[config.mk]
export PLATFORM = sky130hd
export DESIGN_NAME = fab_div
export DESIGN_NICKNAME = d
export VERILOG_FILES = /design/src/sv/fab_pkg.sv /design/src/sv/fab_div.sv
export SDC_FILE = /design/constraint.sdc
export NUM_CORES = 1
export LEC_CHECK = 0
export BUFFER_PORTS_ARGS = -buffer_cell sky130_fd_sc_hd__buf_4
export CAP_MARGIN = 20
export CORE_UTILIZATION = 60
export DETAILED_ROUTE_END_ITERATION = 6
export PLACE_DENSITY_LB_ADDON = 0.12
export SLEW_MARGIN = 5
export SYNTH_ARGS = -nofsm -noshare
export SYNTH_HDL_FRONTEND = slang
export SYNTH_SLANG_ARGS = --single-unit
[constraint.sdc]
create_clock -name clk -period 13.2 [get_ports clk]
set_input_delay 0.66 -clock clk [delete_from_list [all_inputs] [get_ports clk]]
set_output_delay 0.66 -clock clk [all_outputs]
set_load 0.02 [all_outputs]
[src/sv/fab_pkg.sv]
`timescale 1ns / 1ps
// ----------------------------------------------------------------------------
// fab_pkg
// Shared types and widths for the frame average background block.
// ----------------------------------------------------------------------------
package fab_pkg;

  localparam int MAX_PIXELS     = 65536;
  localparam int ADDR_W         = $clog2(MAX_PIXELS);
  localparam int IDX_W          = 16;
  localparam int PIX_W          = 8;
  localparam int SUM_W          = 32;
  localparam int FC_W           = 16;
  localparam int MEAN_W         = 8;
  localparam int MEAN_BIT_W     = $clog2(MEAN_W);
  localparam int REM_W          = FC_W + MEAN_W;
  localparam int BITS_PER_STAGE = 2;
  localparam int DIV_STAGES     = MEAN_W / BITS_PER_STAGE;

  typedef enum logic [1:0] {
    MODE_CLEAR = 2'd0,
    MODE_ACCUM = 2'd1,
    MODE_READ  = 2'd2
  } mode_t;

  typedef struct packed {
    logic [IDX_W-1:0] idx;
    logic [SUM_W-1:0] sum;
    logic             in_range;
  } req_t;

  typedef struct packed {
    logic [IDX_W-1:0]  idx;
    logic [REM_W-1:0]  rem;
    logic [MEAN_W-1:0] quo;
    logic              done;
  } div_t;

endpackage

[src/sv/fab_div.sv]
`timescale 1ns / 1ps
// ----------------------------------------------------------------------------
// fab_div
// Pipelined saturating divider: mean = min(sum / frame_count, 255).
// ----------------------------------------------------------------------------
module fab_div (
  input  logic                       clk,
  input  logic                       rst_n,
  input  logic [fab_pkg::FC_W-1:0]   frame_count,
  input  logic                       req_valid,
  output logic                       req_ready,
  input  fab_pkg::req_t              req,
  output logic                       out_valid,
  input  logic                       out_ready,
  output logic [fab_pkg::MEAN_W-1:0] out_mean_value,
  output logic [fab_pkg::IDX_W-1:0]  out_index
);
  import fab_pkg::*;

  logic v_r   [DIV_STAGES+1];
  div_t st_r  [DIV_STAGES+1];
  div_t st_nxt[DIV_STAGES+1];
  logic rdy   [DIV_STAGES+2];

  assign rdy[DIV_STAGES+1] = out_ready;
  assign req_ready         = rdy[0];

  always_comb begin : pre_c
    logic sat;
    sat = (req.sum[SUM_W-1:MEAN_W] >= (SUM_W-MEAN_W)'(frame_count));
    st_nxt[0].idx  = req.idx;
    st_nxt[0].rem  = req.sum[REM_W-1:0];
    st_nxt[0].quo  = (req.in_range && sat) ? '1 : '0;
    st_nxt[0].done = !req.in_range || sat;
  end

  genvar k;
  generate
    for (k = 0; k <= DIV_STAGES; k++) begin : g_stage
      assign rdy[k] = !v_r[k] || rdy[k+1];

      if (k > 0) begin : g_step
        always_comb begin : step_c
          div_t                  d;
          logic [MEAN_BIT_W-1:0] sh;
          logic [REM_W-1:0]      trial;
          d = st_r[k-1];
          for (int b = 0; b < BITS_PER_STAGE; b++) begin
            sh    = MEAN_BIT_W'(MEAN_W - 1 - BITS_PER_STAGE * (k - 1) - b);
            trial = REM_W'(frame_count) << sh;
            if (!d.done && d.rem >= trial) begin
              d.rem     = d.rem - trial;
              d.quo[sh] = 1'b1;
            end
          end
          st_nxt[k] = d;
        end
      end

      always_ff @(posedge clk) begin
        if (!rst_n) begin
          v_r[k] <= 1'b0;
        end else if (rdy[k]) begin
          v_r[k] <= (k == 0) ? req_valid : v_r[(k == 0) ? 0 : k-1];
        end
      end

      always_ff @(posedge clk) begin
        if (rdy[k]) begin
          st_r[k] <= st_nxt[k];
        end
      end
    end
  endgenerate

  assign out_valid      = v_r[DIV_STAGES];
  assign out_mean_value = st_r[DIV_STAGES].quo;
  assign out_index      = st_r[DIV_STAGES].idx;

`ifndef NO_ASSERTIONS
  a_out_hold: assert property (@(posedge clk) disable iff (!rst_n)
    v_r[DIV_STAGES] && !out_ready |=> v_r[DIV_STAGES])
    else $error("stalled result dropped");

  a_done_quo: assert property (@(posedge clk) disable iff (!rst_n)
    v_r[DIV_STAGES] && st_r[DIV_STAGES].done |->
      (st_r[DIV_STAGES].quo == '0 || st_r[DIV_STAGES].quo == '1))
    else $error("early-out quotient neither zero nor saturated");

  a_head_ready: assert property (@(posedge clk) disable iff (!rst_n)
    !v_r[0] |-> req_ready)
    else $error("empty divider head not ready");
`endif

endmodule

Yosys cells after proc, flatten, opt, wreduce, memory -nomap -nowiden
Memories as Yosys holds them, arrays and structs flattened. Index checks and enable logic that the tools add are counted.

Flip-flop bits (word level): 0. Memory bits (writable): 250. Input bits: 69. Output and inout port bits: 26. Word-level logic and storage cells: 91. Memories kept: 2.

Memories: st_r (words 5, width 49, read ports 5, clocked after Yosys merged registers in 0, write ports 5, line fab_div.sv:21) `div_t st_r [DIV_STAGES+1];`; v_r (words 5, width 1, read ports 5, clocked after Yosys merged registers in 0, write ports 5, line fab_div.sv:20) `logic v_r [DIV_STAGES+1];`.

$add $sub $neg: 8. Order comparisons: 9. Multiplexer cells: 42. Bitwise logic cells: 5. Reduce and logical (&&, ||, !) cells: 25.

Operators by type and width (number): two-way mux 24 bit (7); greater-or-equal comparator 24 x 16 -> 1 bit (2); two-way mux 1 bit (33); two-way mux 25 bit (1); greater-or-equal comparator 24 x 17 -> 1 bit (1); greater-or-equal comparator 24 x 18 -> 1 bit (1); greater-or-equal comparator 24 x 19 -> 1 bit (1); greater-or-equal comparator 24 x 20 -> 1 bit (1); greater-or-equal comparator 24 x 21 -> 1 bit (1); greater-or-equal comparator 24 x 22 -> 1 bit (1); greater-or-equal comparator 24 x 23 -> 1 bit (1); subtractor 24 x 16 -> 24 bit (1); subtractor 24 x 17 -> 24 bit (1); subtractor 24 x 18 -> 24 bit (1); subtractor 24 x 19 -> 24 bit (1); subtractor 24 x 20 -> 24 bit (1); subtractor 24 x 21 -> 24 bit (1); subtractor 24 x 22 -> 24 bit (1); subtractor 24 x 23 -> 24 bit (1); logical NOT 1 bit (10); logical AND 1 bit (9); two-way mux 8 bit (1); logical OR 1 bit (6); OR 1 bit (5).

Depth between registers and ports, before layout
Gate-level depths: netlist (run 1). An unclocked memory read counts as a cell.

Word-level depth: 11. Mapped depth: 23. Gate-level depth less buffers: 22.

Worst setup path before layout (run 1)
No wires, ideal clock.

Path type: input to register. From: in frame_count[1] (netlist name). To: mem st_r[0][166] (netlist name), data pin. Library setup time: 0.260 ns. Arrival: 6.049 ns. Required time: 12.940 ns. Path slack: 6.891 ns. Stages: 21. Path buffers: 3. Cells stage by stage: inv_1 ha_1 nor2b_1 o31a_1 o31ai_2 nand2_1 o21ai_4 clkbuf_1 clkbuf_1 o21ai_0 fa_1 a211oi_1 o21ai_0 a31oi_1 a21boi_0 o311ai_0 or3_4 nor4b_4 nor2_4 buf_6 mux2_4.

RTL lines: from (decl) (line fab_div.sv:9) `input logic [fab_pkg::FC_W-1:0] frame_count,`; to (decl) (line fab_div.sv:21).

==> results.ini, run 1 <==
[run_status]
status = finished clean

[worst_hold_path]
min-delay-path-class = in2reg

[clocking]
holdBufCountCts = 0
clkLatencyLatePin_ns = 0.53
root_buffer = clkbuf_16
ctsHtreeMaxLevel = 1
numCtsBuffers = 23
cts-resized-gates = 0
clkTransAtPathRegs_ns = 0.06
cts.sinks = 209
cts_buffer_depth = 3
cts_tree = yes
postCtsSetupBuffers = 0

[timing]
finalSetupViolations = 0
finalMaxSlewViolations = 0
hold_violations = 0
fmax_ghz = 0.1513
rsz0062_at_grt = no
whs_ns = 0.3039
setup_slack_ns = 6.591
period_share_pct = 50.07
fin_setup_tns_ns = 0
clock_skew_ns = 0.01586
worstMarginPinSlew_ns = 1.005
slew_headroom_pct = 32.96
period_minus_slack_ns = 6.609

[route]
routed_wl_mm = 29.71
num_vias = 10570
first_pass_iters = 5
wl_per_cell_um = 16.68
via_per_inst = 5.937
drc = 0
final_antenna_net_count = 0
drt-initial-drc-count = 696

[global_routing]
grt_first_pass_wirelength_mm = 48.04
grt_pass1_vias = 10360
grt_start_max_net_pins = 48
track_usage_pct = 24.42
grt_overflow = 0
antenna_found_initial = 0

[logic_synthesis]
synth_compound_area_share_pct = 16.52
ys_warn_count = 0
syn_inst = 1365
syn_area_per_cell_um2 = 10.57
synth_top_family_by_area = compound AO/OA/AOI/OAI gates
syn-num-nets = 1585
synth-edff-count = 208
synth.area.mux_share_pct = 4.224
yosysMostFrequentCell = edfxtp_1
ys_seq_area_share_pct = 43.43
yosys.area_share.simple_pct = 12.52
yosysUniqueCellTypes = 77
synth_top_cell_by_area = edfxtp_1
synth_area_leaders = edfxtp_1, ha_1, a21oi_1
yosys.area_share.xor_xnor_pct = 6.010
synthAdderAreaFrac_pct = 13.46
synthArstFlopShare_pct = 0
ys_ff_latch = 209
synth_top_area_share_pct = 43.30
netlist_area_um2 = 14430
synth.top_cells.by_count = edfxtp_1, ha_1, a21oi_1
synthFlopType = edfxtp_1

[worst_setup_path]
cp_slowest_stage_delay_ns = 0.74
crit_slowest_cell = o21ai_4
reg2reg_from = st_r[0][111]
crit_type = in2reg
cp-start-kind = input port
ff2ff_path_depth = 17
r2r_end = st_r[0][172]
r2r_slack_ns = 6.73
worst-path-max-fanout = 36
startpoint = frame_count[1]
required_ns = 13.46
cp-end-kind = register
worstPathArrival_ns = 6.87
endpoint = st_r[0][172]
crit_chain = buf_4 -> inv_1 -> buf_4 -> ha_1 -> nor2b_1 -> o31a_1 -> o31ai_2 -> nand2_1 -> o21ai_4 -> o21ai_0 -> fa_1 -> a211oi_1 -> o21ai_0 -> a31oi_1 -> a21boi_0 -> o311ai_0 -> or3_4 -> nor4b_4 -> nor2_4 -> mux2_4

[floorplanning]
fp.coreArea_um2 = 23540
fp-row-count = 56
initial_core_util_pct = 61.28
die_area_um2 = 24670
fp.dieH_um = 157.1
die_w_um = 157.1
top_level_ports = 95

[power_and_ir_drop]
power_density_nw_per_um2 = 112.1
swShare_pct = 26.11
internal-power_mw = 1.340
vdd_drop_max_v = 0.00009653
pwr-share-seq_pct = 43.1
p_switching_mw = 0.4736
combinationalPowerShare_pct = 19.5
p_leak_nw = 6.802
power_frac_clock_pct = 37.5

[placement]
hpwl_mm = 22.85
port_buffers = 94
place_congestion = 0.9227
place_ws_ns = 6.142

[run]
cap_violations = 0

[layout]
multiInputGateArea_um2 = 7622
seq_area_um2 = 6266
drive_gt1_share_pct = 14.91
num-fill-cells = 1750
fin_util_pct = 68.74
nNetsFinal = 1665
antenna_cells = 0
syn2layout_area_growth_pct = 12.18

[routing by layer]
| layer | wire length [um] | GRT usage, % | part of all wire [%] | vias to the layer above |
|---|---|---|---|---|
| met5 | 0 | 0 | 0 | - |
| met2 | 14710 | 44.51 | 49 | 244 |
| met4 | 970 | 9.108 | 3.3 | 0 |
| li1 | - | - | - | 5271 |
| met1 | 13010 | 29.81 | 44 | 4996 |
| met3 | 1021 | 2.478 | 3.4 | 63 |
[how the worst min path moves through the flow]
stage,startpoint,to,slack (ns),cells past startpoint
after floorplan,st_r[0][56],st_r[0][105],0.40,0
after global placement,st_r[0][194],st_r[0][243],0.40,0
after detailed placement,st_r[0][152],st_r[0][201],0.40,0
after CTS,req[7],st_r[0][15],0.28,1
after global routing,req[7],st_r[0][15],0.29,1
final,req[3],st_r[0][11],0.30,1
[cells in the final DEF, fill, tap and decap left out, drive strengths merged, types with 6 or more instances in the layout]
master / netlist / final
edfxtp: 208 / 208
ha: 144 / 144
a21oi: 117 / 117
buf: 34 / 107
nand2: 104 / 104
o21ai: 92 / 92
nor2: 81 / 81
inv: 64 / 66
xnor2: 61 / 61
a21o: 49 / 49
mux2: 47 / 47
xor2: 38 / 38
clkbuf: 18 / 31
nor3: 25 / 25
nand3: 25 / 25
nand2b: 19 / 19
nor2b: 18 / 18
o21a: 16 / 16
nand4: 16 / 16
and3: 15 / 15
o21bai: 15 / 15
a211oi: 13 / 13
or2: 12 / 12
nor4: 11 / 11
a31oi: 10 / 10
and2: 9 / 9
o31a: 7 / 7
or4: 7 / 7
fa: 7 / 7
o31ai: 7 / 7
o211ai: 6 / 6
o221ai: 6 / 6
[area by class of cell]
type	instances	area share (%)
Multi-Input combinational cell	1040	47.10
Clock inverter	11	0.9974
Sequential cell	209	38.72
Timing Repair Buffer	107	5.118
Tap cell	319	2.466
Inverter	64	1.484
Clock buffer	31	4.113
[sequential cells by signal, summed over array words and instances (netlist names)]
name / count
st_r: 204
v_r: 5
[power groups by stage]
stage                     logic, mW  registers [mW]  clock network [mW]
after floorplan               0.270           0.788                   0
after global placement        0.338           0.793                   0
after detailed placement      0.347           0.795                   0
after CTS                     0.351           0.781               0.694
after global routing          0.394           0.784               0.717
final                         0.353           0.781               0.680
[metrics by stage]
stage / total power [mW] / area [um^2] / instances
global route: 1.895 / 16180 / 1781
finish: 1.814 / 16180 / 1781
CTS: 1.825 / 16140 / 1779
floorplan: 1.058 / 14430 / 1365
global placement: 1.131 / 15320 / 1737
detailed placement: 1.142 / 15320 / 1737
[kinds of logic after synthesis]
kind of cell	after synthesis
adders and majority gates	151
buffers and inverters	116
and+or+nand+nor	361
AOI/OAI and AO/OA	377
xor gates and xnor gates	99
muxes	52
DFF	209
[worst max-delay path, delay by kind of cell]
kind	cells	cell delay (ns)
muxes	1	0.34
adders and majority gates	2	0.84
AOI/OAI and AO/OA	9	3.22
and+or+nand+nor	5	1.37
buffers and inverters	3	0.44
Power figures use the tool's default switching activity.
==> inputs of run 2 (changes only) <==
Settings changed: CORE_UTILIZATION 60 to 56.
Clock period 13.2 ns to 5.7 ns, I/O delays scaled along.
==> results.ini, run 2 (synthesis results as in run 1) <==
[route]
num_vias = 10770
via_per_inst = 5.751
routed_wl_mm = 31.08
wl_per_cell_um = 16.59
first_pass_iters = 5
drt-initial-drc-count = 625
drc = 0
final_antenna_net_count = 0

[layout]
layout_commonest_cell = edfxtp_1
layout_common_cells = edfxtp_1, ha_1, buf_4, a21oi_1, nand2_1
fin_util_pct = 66.86
drive_gt1_share_pct = 17.11
largest_reg_flops = 204
regMostFlops = st_r
syn2layout_area_growth_pct = 17.05
nNetsFinal = 1747
top_regs = st_r: 204 flops, v_r: 5 flops
final_cell_area_um2 = 16890
antenna_cells = 0

[floorplanning]
fp.dieH_um = 162.5
initial_core_util_pct = 57.12
top_level_ports = 95
die_area_um2 = 26410
fp.coreArea_um2 = 25250
fp-row-count = 58
die_w_um = 162.5

[worst_setup_path]
crit_type = reg2reg
worst-path-max-fanout = 8
cp_slowest_stage_delay_ns = 0.52
crit_slowest_cell = fa_1
crit_chain = ha_1 -> and3_1 -> nand2_1 -> a211o_1 -> a21oi_1 -> o21ai_4 -> nand2_1 -> o21ai_0 -> fa_1 -> a211oi_1 -> o21ai_0 -> a31oi_2 -> a21boi_1 -> o311ai_1 -> or3_4 -> nor4b_4 -> buf_4 -> nor2_4 -> mux2_4
worstPathArrival_ns = 5.71
cp-start-kind = register
required_ns = 5.97
cp-end-kind = register

[power_and_ir_drop]
internal-power_mw = 3.013
p_leak_nw = 7.130
power_mw = 4.114
pwr-share-seq_pct = 44.0
combinationalPowerShare_pct = 21.2
swShare_pct = 26.76
vdd_drop_max_v = 0.0002600
power_density_nw_per_um2 = 243.6
power_frac_clock_pct = 34.8
p_switching_mw = 1.101

[clocking]
ctsHtreeMaxLevel = 1
cts.sinks = 209
cts_tree = yes
cts_buffer_depth = 3
numCtsBuffers = 23
clkTransAtPathRegs_ns = 0.06
root_buffer = clkbuf_16
clkLatencyLatePin_ns = 0.53

[run]
cap_violations = 0

[timing]
fin_setup_tns_ns = 0
whs_ns = 0.02285
clock_skew_ns = 0.009288
worstMarginPinSlew_ns = 1.026
period_share_pct = 95.33
hold_violations = 0
finalSetupViolations = 0
finalMaxSlewViolations = 0
fmax_ghz = 0.1840
slew_headroom_pct = 31.58
period_minus_slack_ns = 5.434

[placement]
port_buffers = 94
hpwl_mm = 23.63
place_area_um2 = 15600
place_congestion = 0.9491

[global_routing]
track_usage_pct = 23.84
grt_overflow = 0
grt_first_pass_wirelength_mm = 50.47
grt_start_max_net_pins = 50
antenna_found_initial = 0
grt_pass1_vias = 10660

[run_status]
status = finished clean

[worst_hold_path]
min-delay-path-class = in2reg

[run 2: what timing repair did]
item | in CTS | in global routing
endpoints found under the hold margin | 40 | 0
endpoints found under the setup margin | 0 | 35
buffers inserted | 0 | 7
hold buffers | 40 | 0
resized for setup | 0 | 17
[run 2: through the flow]
| stage | cells | worst slack [ns] |
|---|---|---|
| 3_3_place_gp | 1782 | 0.01378 |
| 3_5_place_dp | 1782 | -0.06532 |
| 4_1_cts | 1863 | 0.05358 |
| 5_1_grt | 1873 | -0.01766 |
| 2_1_floorplan | 1365 | 0.01077 |
| 6_report | 1873 | 0.2663 |
[run 2: power by group through the flow]
| stage | clock [mW] | sequential [mW] | combinational [mW] |
|---|---|---|---|
| floorplan | 0 | 1.82 | 0.627 |
| global placement | 0 | 1.84 | 0.810 |
| detailed placement | 0 | 1.84 | 0.829 |
| CTS | 1.47 | 1.81 | 0.857 |
| global route | 1.53 | 1.82 | 0.973 |
| finish | 1.43 | 1.81 | 0.872 |
[run 2: final timing paths]
check | start | end | slack [ns] | depth (start not counted)
hold reg to reg | st_r[0][103] | st_r[0][152] | 0.41 | 0
setup reg to reg | st_r[0][120] | st_r[0][169] | 0.27 | 19
hold / removal | req[0] | st_r[0][0] | 0.02 | 2
setup / recovery | st_r[0][120] | st_r[0][169] | 0.27 | 19
[run 2: critical path: cells and delay by family, from the launching register on]
kind                       cells  cell delay, ns
buffers and inverters          1            0.20
muxes                          1            0.31
adders and majority gates      2            0.92
DFF                            1            0.41
AOI/OAI and AO/OA              9            2.14
and+or+nand+nor                6            1.20
[run 2: area by class of cell]
cell class / instances / area [um^2]
clock buffers: 27 / 590.6
clock inverters: 14 / 137.6
fillers: 1980 / 8368
inverters: 64 / 244.0
multi-input cells: 1041 / 7691
flip-flops and latches: 209 / 6266
well taps: 330 / 412.9
repair buffers: 188 / 1544
[run 2: layer usage]
metal  track usage (%)  part of all wire [%]
met5                 0                     0
met4             7.676                   2.6
met3             2.572                   4.0
met2             41.88                    48
met1             30.67                    45
